==> src/hw/rtl/pmsfp_pkg.sv <==
`default_nettype none
// ----------------------------------------------------------------------------
// pmsfp_pkg
// shared constants and codes for the particulate sensor frame parser
// ----------------------------------------------------------------------------
package pmsfp_pkg;

   localparam int FRAME_LEN = 31;
   localparam int IDX_W     = 5;

   localparam logic [7:0] START_BYTE  = 8'h42;
   localparam logic [7:0] SECOND_BYTE = 8'h4d;

   localparam logic [IDX_W-1:0] IDX_FIRST  = IDX_W'(0);
   localparam logic [IDX_W-1:0] IDX_PM1_HI = IDX_W'(3);
   localparam logic [IDX_W-1:0] IDX_PM1_LO = IDX_W'(4);
   localparam logic [IDX_W-1:0] IDX_PM2_HI = IDX_W'(5);
   localparam logic [IDX_W-1:0] IDX_PM2_LO = IDX_W'(6);
   localparam logic [IDX_W-1:0] IDX_PM10_HI = IDX_W'(7);
   localparam logic [IDX_W-1:0] IDX_PM10_LO = IDX_W'(8);
   localparam logic [IDX_W-1:0] IDX_CSUM_HI = IDX_W'(FRAME_LEN - 2);
   localparam logic [IDX_W-1:0] IDX_LAST    = IDX_W'(FRAME_LEN - 1);

   typedef enum logic [1:0] {
      STATUS_OK         = 2'd0,
      STATUS_BAD_SECOND = 2'd1,
      STATUS_BAD_SUM    = 2'd2
   } frame_status_type;

endpackage : pmsfp_pkg
`default_nettype wire

==> src/hw/rtl/pmsfp_chan_if.sv <==
`default_nettype none
// ----------------------------------------------------------------------------
// pmsfp_req_if / pmsfp_rsp_if
// valid/ready channels for received bytes and parsed frame results
// ----------------------------------------------------------------------------
interface pmsfp_req_if;
   logic       valid;
   logic       ready;
   logic [7:0] rx_byte;

   modport source (output valid, output rx_byte, input ready);
   modport sink (input valid, input rx_byte, output ready);
endinterface : pmsfp_req_if

interface pmsfp_rsp_if;
   logic        valid;
   logic        ready;
   logic [15:0] pm1_0;
   logic [15:0] pm2_5;
   logic [15:0] pm10;
   logic [1:0]  frame_status;

   modport source (output valid, output pm1_0, output pm2_5, output pm10,
                   output frame_status, input ready);
   modport sink (input valid, input pm1_0, input pm2_5, input pm10,
                 input frame_status, output ready);
endinterface : pmsfp_rsp_if
`default_nettype wire

==> src/hw/rtl/pm_sensor_frame_parser_unit.sv <==
`default_nettype none
// ----------------------------------------------------------------------------
// pm_sensor_frame_parser_unit
// hunts for 0x42, collects a frame, checks it and reports three pm readings
// ----------------------------------------------------------------------------
// One received byte per beat, one beat per cycle. Bytes are dropped until the
// 0x42 start byte, then the next FRAME_LEN bytes are collected; the first must
// be 0x4d and the last two hold the big-endian checksum of 0x42 plus the other
// collected bytes. On the last byte of a frame one result beat carries the
// PM1.0, PM2.5 and PM10 words and a status (0 ok, 1 bad second start byte,
// 2 checksum mismatch); the words are only meaningful with status 0. Each byte
// is handled in the cycle it is accepted and a result appears in the output
// register on the next cycle. Input is stalled only when a frame's last byte
// is due while an earlier result is still held in the output register.
// ----------------------------------------------------------------------------
module pm_sensor_frame_parser_unit (
   input  wire logic        clock,
   input  wire logic        reset,
   pmsfp_req_if.sink        req_chan,
   pmsfp_rsp_if.source      rsp_chan
);
   import pmsfp_pkg::*;

   logic                 in_frame_ff, in_frame_in;
   logic [IDX_W-1:0]     idx_ff, idx_in;
   logic [15:0]          sum_ff, sum_in;
   logic                 second_ok_ff, second_ok_in;
   logic [7:0]           csum_hi_ff, csum_hi_in;
   logic [7:0]           pend_hi_ff, pend_hi_in;
   logic [15:0]          pm1_ff, pm1_in;
   logic [15:0]          pm2_ff, pm2_in;
   logic [15:0]          pm10_ff, pm10_in;

   logic                 rsp_valid_ff, rsp_valid_in;
   logic [15:0]          rsp_pm1_ff, rsp_pm2_ff, rsp_pm10_ff;
   frame_status_type     rsp_status_ff;

   logic                 last_due;
   logic                 accept;
   logic                 emit;
   logic [7:0]           rx;
   logic [15:0]          expected;
   frame_status_type     status;

   assign rx       = req_chan.rx_byte;
   assign last_due = in_frame_ff && (idx_ff >= IDX_LAST);
   assign req_chan.ready = !rsp_valid_ff || rsp_chan.ready || !last_due;
   assign accept   = req_chan.valid && req_chan.ready;
   assign emit     = accept && last_due;
   assign expected = {csum_hi_ff, rx};

   always_comb begin
      priority if (!second_ok_ff) begin
         status = STATUS_BAD_SECOND;
      end else if (sum_ff != expected) begin
         status = STATUS_BAD_SUM;
      end else begin
         status = STATUS_OK;
      end
   end

   always_comb begin
      in_frame_in  = in_frame_ff;
      idx_in       = idx_ff;
      sum_in       = sum_ff;
      second_ok_in = second_ok_ff;
      csum_hi_in   = csum_hi_ff;
      pend_hi_in   = pend_hi_ff;
      pm1_in       = pm1_ff;
      pm2_in       = pm2_ff;
      pm10_in      = pm10_ff;
      if (accept) begin
         if (!in_frame_ff) begin
            if (rx == START_BYTE) begin
               in_frame_in  = 1'b1;
               idx_in       = IDX_FIRST;
               sum_in       = {8'h00, START_BYTE};
               second_ok_in = 1'b0;
            end
         end else begin
            if (idx_ff == IDX_FIRST) begin
               second_ok_in = (rx == SECOND_BYTE);
            end
            if (idx_ff < IDX_CSUM_HI) begin
               sum_in = sum_ff + {8'h00, rx};
            end else if (idx_ff == IDX_CSUM_HI) begin
               csum_hi_in = rx;
            end
            if (idx_ff == IDX_PM1_HI || idx_ff == IDX_PM2_HI || idx_ff == IDX_PM10_HI) begin
               pend_hi_in = rx;
            end else if (idx_ff == IDX_PM1_LO) begin
               pm1_in = {pend_hi_ff, rx};
            end else if (idx_ff == IDX_PM2_LO) begin
               pm2_in = {pend_hi_ff, rx};
            end else if (idx_ff == IDX_PM10_LO) begin
               pm10_in = {pend_hi_ff, rx};
            end
            if (last_due) begin
               in_frame_in = 1'b0;
               idx_in      = IDX_FIRST;
            end else begin
               idx_in = idx_ff + IDX_W'(1);
            end
         end
      end
   end

   always_comb begin
      rsp_valid_in = rsp_valid_ff;
      if (rsp_chan.ready) begin
         rsp_valid_in = 1'b0;
      end
      if (emit) begin
         rsp_valid_in = 1'b1;
      end
   end

   always_ff @(posedge clock) begin
      if (reset) begin
         in_frame_ff  <= 1'b0;
         idx_ff       <= IDX_FIRST;
         sum_ff       <= 16'h0000;
         second_ok_ff <= 1'b0;
         csum_hi_ff   <= 8'h00;
         pend_hi_ff   <= 8'h00;
         pm1_ff       <= 16'h0000;
         pm2_ff       <= 16'h0000;
         pm10_ff      <= 16'h0000;
         rsp_valid_ff <= 1'b0;
      end else begin
         in_frame_ff  <= in_frame_in;
         idx_ff       <= idx_in;
         sum_ff       <= sum_in;
         second_ok_ff <= second_ok_in;
         csum_hi_ff   <= csum_hi_in;
         pend_hi_ff   <= pend_hi_in;
         pm1_ff       <= pm1_in;
         pm2_ff       <= pm2_in;
         pm10_ff      <= pm10_in;
         rsp_valid_ff <= rsp_valid_in;
      end
   end

   // result payload, loaded only with a beat
   always_ff @(posedge clock) begin
      if (emit) begin
         rsp_pm1_ff    <= pm1_ff;
         rsp_pm2_ff    <= pm2_ff;
         rsp_pm10_ff   <= pm10_ff;
         rsp_status_ff <= status;
      end
   end

   assign rsp_chan.valid        = rsp_valid_ff;
   assign rsp_chan.pm1_0        = rsp_pm1_ff;
   assign rsp_chan.pm2_5        = rsp_pm2_ff;
   assign rsp_chan.pm10         = rsp_pm10_ff;
   assign rsp_chan.frame_status = rsp_status_ff;

endmodule : pm_sensor_frame_parser_unit
`default_nettype wire

==> src/flat_wrapper.sv <==
// flat-port wrapper written by rule: the top's interface ports become plain ports
module pm_sensor_frame_parser_unit_flat import pmsfp_pkg::*;
  (clock, reset, req_chan_valid, req_chan_rx_byte, req_chan_ready, rsp_chan_valid, rsp_chan_pm1_0, rsp_chan_pm2_5, rsp_chan_pm10, rsp_chan_frame_status, rsp_chan_ready);
  pmsfp_req_if req_chan_i ();
  pmsfp_rsp_if rsp_chan_i ();
  input  wire logic clock;
  input  wire logic reset;
  input wire logic [$bits(req_chan_i.valid)-1:0] req_chan_valid;
  input wire logic [$bits(req_chan_i.rx_byte)-1:0] req_chan_rx_byte;
  output wire logic [$bits(req_chan_i.ready)-1:0] req_chan_ready;
  output wire logic [$bits(rsp_chan_i.valid)-1:0] rsp_chan_valid;
  output wire logic [$bits(rsp_chan_i.pm1_0)-1:0] rsp_chan_pm1_0;
  output wire logic [$bits(rsp_chan_i.pm2_5)-1:0] rsp_chan_pm2_5;
  output wire logic [$bits(rsp_chan_i.pm10)-1:0] rsp_chan_pm10;
  output wire logic [$bits(rsp_chan_i.frame_status)-1:0] rsp_chan_frame_status;
  input wire logic [$bits(rsp_chan_i.ready)-1:0] rsp_chan_ready;
  assign req_chan_i.valid = req_chan_valid;
  assign req_chan_i.rx_byte = req_chan_rx_byte;
  assign req_chan_ready = req_chan_i.ready;
  assign rsp_chan_valid = rsp_chan_i.valid;
  assign rsp_chan_pm1_0 = rsp_chan_i.pm1_0;
  assign rsp_chan_pm2_5 = rsp_chan_i.pm2_5;
  assign rsp_chan_pm10 = rsp_chan_i.pm10;
  assign rsp_chan_frame_status = rsp_chan_i.frame_status;
  assign rsp_chan_i.ready = rsp_chan_ready;
  pm_sensor_frame_parser_unit u_core (.clock(clock), .reset(reset), .req_chan(req_chan_i), .rsp_chan(rsp_chan_i));
endmodule
==> config.mk <==
export PLATFORM = sky130hd
export DESIGN_NAME = pm_sensor_frame_parser_unit_flat
export DESIGN_NICKNAME = d
export VERILOG_FILES = /design/src/hw/rtl/pmsfp_pkg.sv /design/src/hw/rtl/pmsfp_chan_if.sv /design/src/hw/rtl/pm_sensor_frame_parser_unit.sv /design/src/flat_wrapper.sv
export SDC_FILE = /design/constraint.sdc
export NUM_CORES = 1
export LEC_CHECK = 0
export ABC_AREA = 1
export ABC_CLOCK_PERIOD_IN_PS = 3100
export BUFFER_PORTS_ARGS = -buffer_cell sky130_fd_sc_hd__buf_2
export CAP_MARGIN = 20
export CORE_ASPECT_RATIO = 1.4
export CORE_MARGIN = 1.5
export CORE_UTILIZATION = 40
export DETAILED_ROUTE_END_ITERATION = 6
export HOLD_SLACK_MARGIN = 0.12
export PLACE_DENSITY = 0.59
export SLEW_MARGIN = 20
export SYNTH_ARGS = -nofsm -noshare
export SYNTH_HDL_FRONTEND = slang
export SYNTH_SLANG_ARGS = --single-unit
export TNS_END_PERCENT = 30
==> constraint.sdc <==
create_clock -name clock -period 3.1 [get_ports clock]
set_input_delay 0.775 -clock clock [delete_from_list [all_inputs] [get_ports clock]]
set_output_delay 0.775 -clock clock [all_outputs]
set_load 0.05 [all_outputs]
# After elaboration in Yosys (flattened, before gate mapping)
# Cells that the tools add are included.
[op_classes] n_addsub=2 n_eq_ne=12 bitwise=4 n_mux=15 magnitude_cmp=2 n_reduce_logical=20
[ops] op="$mux W16" count=3
[ops] op="$eq A5 B3 Y1 const B" count=4
[ops] op="$add A16 B8 Y16" count=1
[ops] op="$eq A8 B7 Y1 const B" count=2
[ops] op="$ne A16 B16 Y1" count=1
[ops] op="$mux W5" count=3
[ops] op="$reduce_and A3 Y1" count=3
[ops] op="$mux W1" count=8
[ops] op="$reduce_and A4 Y1" count=2
[ops] op="$reduce_and A6 Y1" count=1
[ops] op="$add A5 B1 Y5 const B" count=1
[ops] op="$eq A5 B2 Y1 const B" count=1
[ops] op="$eq A5 B4 Y1 const B" count=1
[ops] op="$eq A5 B5 Y1 const B" count=1
[ops] op="$ge A5 B5 Y1 const B" count=1
[ops] op="$logic_not A5 Y1" count=1
[ops] op="$lt A5 B5 Y1 const B" count=1
[ops] op="$reduce_and A5 Y1" count=1
[ops] op="$logic_or A1 B1 Y1" count=4
[ops] op="$ne A2 B2 Y1 const B" count=2
[ops] op="$not A1 Y1" count=4
[ops] op="$reduce_bool A2 Y1" count=2
[ops] op="$logic_and A1 B1 Y1" count=3
[ops] op="$logic_not A1 Y1" count=2
[ops] op="other kinds (2)" count=2
[totals] ff_bits=138 inputBits=12 output_inout_bits=52

# Logic depth before layout (Yosys ltp)
[depth] depth_word=7 mapped_depth=13

# Worst setup path before layout
# Ideal clock, no wire load.
[synth_path] path_kind="register to register" start="register u_core.idx_ff[0]" end="register u_core.rsp_status_ff[0], in the netlist u_core.rsp_chan.frame_status[0] (enable)" synth_period_minus_slack_ps=2780 t_required_ps=2694 path_buffers=0 path_stages_with_launch=10 slack_ps=320 arrival_ps=2375 path_cell_list="dfxtp_1 -> inv_1 -> ha_1 -> nand2_1 -> nand2_1 -> nand3_2 -> nand2_1 -> inv_2 -> nand2_1 -> inv_1"
[synth_between] elab_chain_len=6
[synth_rtl] element="start: declaration" line_no="pm_sensor_frame_parser_unit.sv:25" text="logic [IDX_W-1:0] idx_ff, idx_in;"
[synth_rtl] element="start signal: assignment" line_no="pm_sensor_frame_parser_unit.sv:132" text="idx_ff <= idx_in;"
[synth_rtl] element="$ge A5 B5 Y1" line_no="pm_sensor_frame_parser_unit.sv:46" text="assign last_due = in_frame_ff && (idx_ff >= IDX_LAST);"
[synth_rtl] element="$logic_and A1 B1 Y1" line_no="pm_sensor_frame_parser_unit.sv:46"
[synth_rtl] element="$logic_not A1 Y1" line_no="pm_sensor_frame_parser_unit.sv:47" text="assign req_chan.ready = !rsp_valid_ff || rsp_chan.ready || !last_due;"
[synth_rtl] element="$logic_or A1 B1 Y1" line_no="pm_sensor_frame_parser_unit.sv:47"
[synth_rtl] element="net req_chan_ready" line_no="flat_wrapper.sv:10" text="output wire logic [$bits(req_chan_i.ready)-1:0] req_chan_ready;"
[synth_rtl] element="$logic_and A1 B1 Y1" line_no="pm_sensor_frame_parser_unit.sv:48" text="assign accept = req_chan.valid && req_chan.ready;"
[synth_rtl] element="$logic_and A1 B1 Y1" line_no="pm_sensor_frame_parser_unit.sv:49" text="assign emit = accept && last_due;"
[synth_rtl] element="net u_core.emit" line_no="pm_sensor_frame_parser_unit.sv:40" text="logic emit;"
[synth_rtl] element="end signal: assignment" line_no="pm_sensor_frame_parser_unit.sv:150" text="rsp_status_ff <= status;"
[synth_rtl] element="end: declaration" line_no="pm_sensor_frame_parser_unit.sv:36" text="frame_status_type rsp_status_ff;"
# The timed path passes the listed nets, and every way through them passes these cells.
# A chain may end at the register's enable or synchronous reset.

# Final worst setup path
[layout_path] start="register u_core.in_frame_ff" end="register u_core.rsp_pm2_ff[0], in the netlist u_core.rsp_chan.pm2_5[0] (enable)"
[layout_between] elab_chain_len=5
[layout_rtl] element="start: declaration" line_no="pm_sensor_frame_parser_unit.sv:24" text="logic in_frame_ff, in_frame_in;"
[layout_rtl] element="start signal: assignment" line_no="pm_sensor_frame_parser_unit.sv:131" text="in_frame_ff <= in_frame_in;"
[layout_rtl] element="$logic_and A1 B1 Y1 (*)" line_no="pm_sensor_frame_parser_unit.sv:46"
[layout_rtl] element="$logic_not A1 Y1" line_no="pm_sensor_frame_parser_unit.sv:47"
[layout_rtl] element="$logic_or A1 B1 Y1" line_no="pm_sensor_frame_parser_unit.sv:47"
[layout_rtl] element="$logic_and A1 B1 Y1" line_no="pm_sensor_frame_parser_unit.sv:48"
[layout_rtl] element="$logic_and A1 B1 Y1 (*)" line_no="pm_sensor_frame_parser_unit.sv:49"
[layout_rtl] element="net u_core.emit" line_no="pm_sensor_frame_parser_unit.sv:40"
[layout_rtl] element="end signal: assignment" line_no="pm_sensor_frame_parser_unit.sv:148" text="rsp_pm2_ff <= pm2_ff;"
[layout_rtl] element="end: declaration" line_no="pm_sensor_frame_parser_unit.sv:35" text="logic [15:0] rsp_pm1_ff, rsp_pm2_ff, rsp_pm10_ff;"
# The timed path passes the listed nets; every way through them passes the cells marked *.

==> run_results.csv <==
group,metric,value,unit
place,dp_worst_setup_slack,0.537,ns
yosys,synth_fp_nets,681,
yosys,ys_seq_area_frac,0.570,
floorplan,die_w,104,um
sta,max_slew_margin,0.325,
critical_path,endpoint_kind,"register",
yosys,yosys.area.top_type,"dfxtp_1",
layout,syn_to_final_growth,17.6,%
global_routing,antenna_found_initial,0,
clock_network,clk_path_buf_depth,2,
yosys,yosys-top-cells-area,"dfxtp_1 31%, edfxtp_1 26%, nor2_1 7.9%",
clock_network,cts.clk_slew.worst_paths,0.06,ns
critical_path,crit_fanout,52,
global_routing,grt_pass1_vias,4350,
critical_path,r2r-start,"u_core.in_frame_ff",
yosys,synth-edff-count,50,
global_routing,grt_pass1_wl,21400,um
power,power_density,573,mW/mm2
yosys,ys.flop_type,"dfxtp_1",
place,dpl.cell_count,882,
sta,setup_slack,0.400,ns
clock_network,htree_num_levels,4,
layout,antenna_cells,0,
clock_network,cts_tree,"done",
job,drv_cap,0,
layout,drive_gt1_frac,0.159,
yosys,synth-async-reset-ratio,0,
drt,drt_iter0_markers,190,
hold_path,hold_path_startpoint,"u_core.pm1_ff[12]",
hold_path,holdCritPathClass,"reg -> reg",
clock_network,holdBufCountCts,0,
drt,vias_per_cell,4.91,
critical_path,r2r_slack,0.40,ns
yosys,synth_top_cell_area_share,0.308,
sta,rsz0062_at_grt,"no",
sta,drv_slew,0,
global_routing,grt_usage,0.186,
drt,num_vias,4485,
place,dp_hpwl,9420,um
drt,ant_nets,0,
yosys,ys_ff_latch,138,
critical_path,critPathLaunchType,"register",
sta,setup_viol,0,
critical_path,required,2.99,ns
power,vdd_drop_max,0.382,mV
floorplan,start_util,0.410,
critical_path,r2r_cells,7,
sta,hold_violations,0,
yosys,yosys_warnings,0,
hold_path,whs_endpoint,"u_core.rsp_chan.pm1_0[12]",
floorplan,fp.dieH,145,um
clock_network,numCtsBuffers,17,
yosys,syn_avg_cell_area,8.73,um2
global_routing,overflow,0,
sta,period_share,0.871,
floorplan,ios,64,
place,numPortBuffers,63,
yosys,synth_commonest_cells,"120 x nor2_1, 97 x nand2_1, 88 x dfxtp_1, 65 x inv_1, 64 x a21oi_1",
clock_network,clock_sinks,138,
place,gp_congestion,0.883,
drt,totalWireLength,13200,um
sta,max_freq,0.370,GHz
clock_network,cts_resized,0,
layout,fillers,1342,
yosys,synth.distinct_cells,36,
clock_network,post_cts_buffers,0,
floorplan,die_area,0.0151,mm2
hold_path,worstHoldPathCells,0,
power,p_leak,2.76,nW
global_routing,grt_max_degree,57,
layout,finalNonFillerCells,914,
yosys,netlist_area,0.00573,mm2
sta,finClkSkew,0.00781,ns
yosys,syn_inst,656,
run_status,status,"finished clean",
sta,tightest_slew,1.01,ns
sta,tns,0,ns
yosys,yosysMostFrequentCell,"nor2_1",
floorplan,rows,51,
floorplan,core_area,0.0140,mm2
drt,avgRoutedWirePerCell,14.5,um
drt,firstDrtPassIters,4,
layout,layout.nets,741,
drt,drc,0,
clock_network,ctsRootBufferMaster,"clkbuf_16",
critical_path,worstReg2RegEnd,"u_core.rsp_chan.pm2_5[0]",
layout,final_core_util,0.482,
layout,fin_area,0.00673,mm2
critical_path,criticalPathCategory,"reg -> reg",
sta,fin_crit,2.70,ns
clock_network,insertion_delay,0.41,ns
critical_path,worstPathArrival,2.59,ns
place,post_dp_cell_area,0.00616,mm2
## metal layers
metal  GRT usage  vias up  wire (um)  part of all wire
li1            -     2290          -                 -
met1       0.203     2040       5430              0.41
met2       0.336      123       6820              0.51
met3      0.0478       32        588             0.044
met4      0.0936        0        408             0.031
met5           0        -          0                 0
## power by group
part	internal [mW]	switching (mW)
clock	1.07	0.841
sequential	1.86	0.000609
combinational	0.0223	0.0643
## cells by family (layout without fill, tap and decap cells)
group | Yosys count | count (layout) | share of synthesized area
simple gates | 280 | 280 | 0.213
xor+xnor | 2 | 2 | 0.00306
fa+ha+maj | 13 | 13 | 0.0297
flops | 138 | 138 | 0.570
compound gates | 129 | 129 | 0.116
buf+inv | 94 | 167 | 0.0690
## metrics by stage
stage | power [mW] | hold slack [ns]
after floorplan | 1.95 | 0.403
after global placement | 1.99 | 0.413
after detailed placement | 1.99 | 0.415
after CTS | 3.90 | 0.430
after global routing | 3.99 | 0.439
final | 3.86 | 0.429
## registers in the layout, indices dropped and copies added, names as in the netlist
| name | flops |
|---|---|
| u_core.pm10_ff | 16 |
| u_core.pm1_ff | 16 |
| u_core.pm2_ff | 16 |
| u_core.rsp_chan.pm10 | 16 |
| u_core.rsp_chan.pm1_0 | 16 |
| u_core.rsp_chan.pm2_5 | 16 |
| u_core.sum_ff | 16 |
| u_core.csum_hi_ff | 8 |
| u_core.pend_hi_ff | 8 |
| u_core.idx_ff | 5 |
| u_core.rsp_chan.frame_status | 2 |
| u_core.in_frame_ff | 1 |
| u_core.rsp_chan.valid | 1 |
| u_core.second_ok_ff | 1 |
## placed cells by master (no fill, tap or decap), types with 2 or more instances in the layout
master      synthesis  layout
nor2_1            120     120
nand2_1            97      97
dfxtp_1            88      88
inv_1              65      64
a21oi_1            64      64
buf_2               6      63
o21ai_0            51      51
edfxtp_1           50      50
nand3_1            33      33
clkbuf_16           0      17
ha_1               12      12
o21ai_1             8       8
nor3_1              8       8
nand4_1             7       7
inv_2               5       5
inv_6               0       5
nor2_4              3       3
inv_8               0       3
clkinvlp_4          0       3
nand3_2             2       2
nand2_4             2       2
a211oi_1            2       2
xor2_1              2       2
clkinv_8            0       2
clkinv_4            0       2
buf_4               3       2
## worst max path at each step
| stage | startpoint | endpoint | slack (ns) | depth (start not counted) |
|---|---|---|---|---|
| 3_5_place_dp | req_chan_rx_byte[7] | u_core.sum_ff[13] | 0.54 | 11 |
| 4_1_cts | u_core.in_frame_ff | req_chan_ready | 0.40 | 4 |
| 2_1_floorplan | u_core.idx_ff[0] | u_core.rsp_chan.frame_status[0] | 0.32 | 9 |
| 3_3_place_gp | req_chan_rx_byte[7] | u_core.sum_ff[0] | 0.61 | 11 |
| 6_report | u_core.in_frame_ff | u_core.rsp_chan.pm2_5[0] | 0.40 | 7 |
| 5_1_grt | u_core.in_frame_ff | u_core.in_frame_ff | 0.16 | 8 |
## final cells by class
cell class	instances	area, um2	share of cell area
flip-flops and latches	138	3260	0.485
multi-input cells	424	2070	0.307
clock buffers	17	425	0.0632
repair buffers	65	330	0.0491
inverters	70	264	0.0392
well taps	185	231	0.0344
clock inverters	15	150	0.0223
## critical path, cell delays in order (launching register included)
cell      delay (ns)
dfxtp_1         0.76
inv_2           0.19
nor2_4          0.19
nand3_2         0.12
nand2_1         0.10
inv_2           0.07
nand2_1         0.08
clkinv_2        0.65
Power figures use the tool's default switching activity.
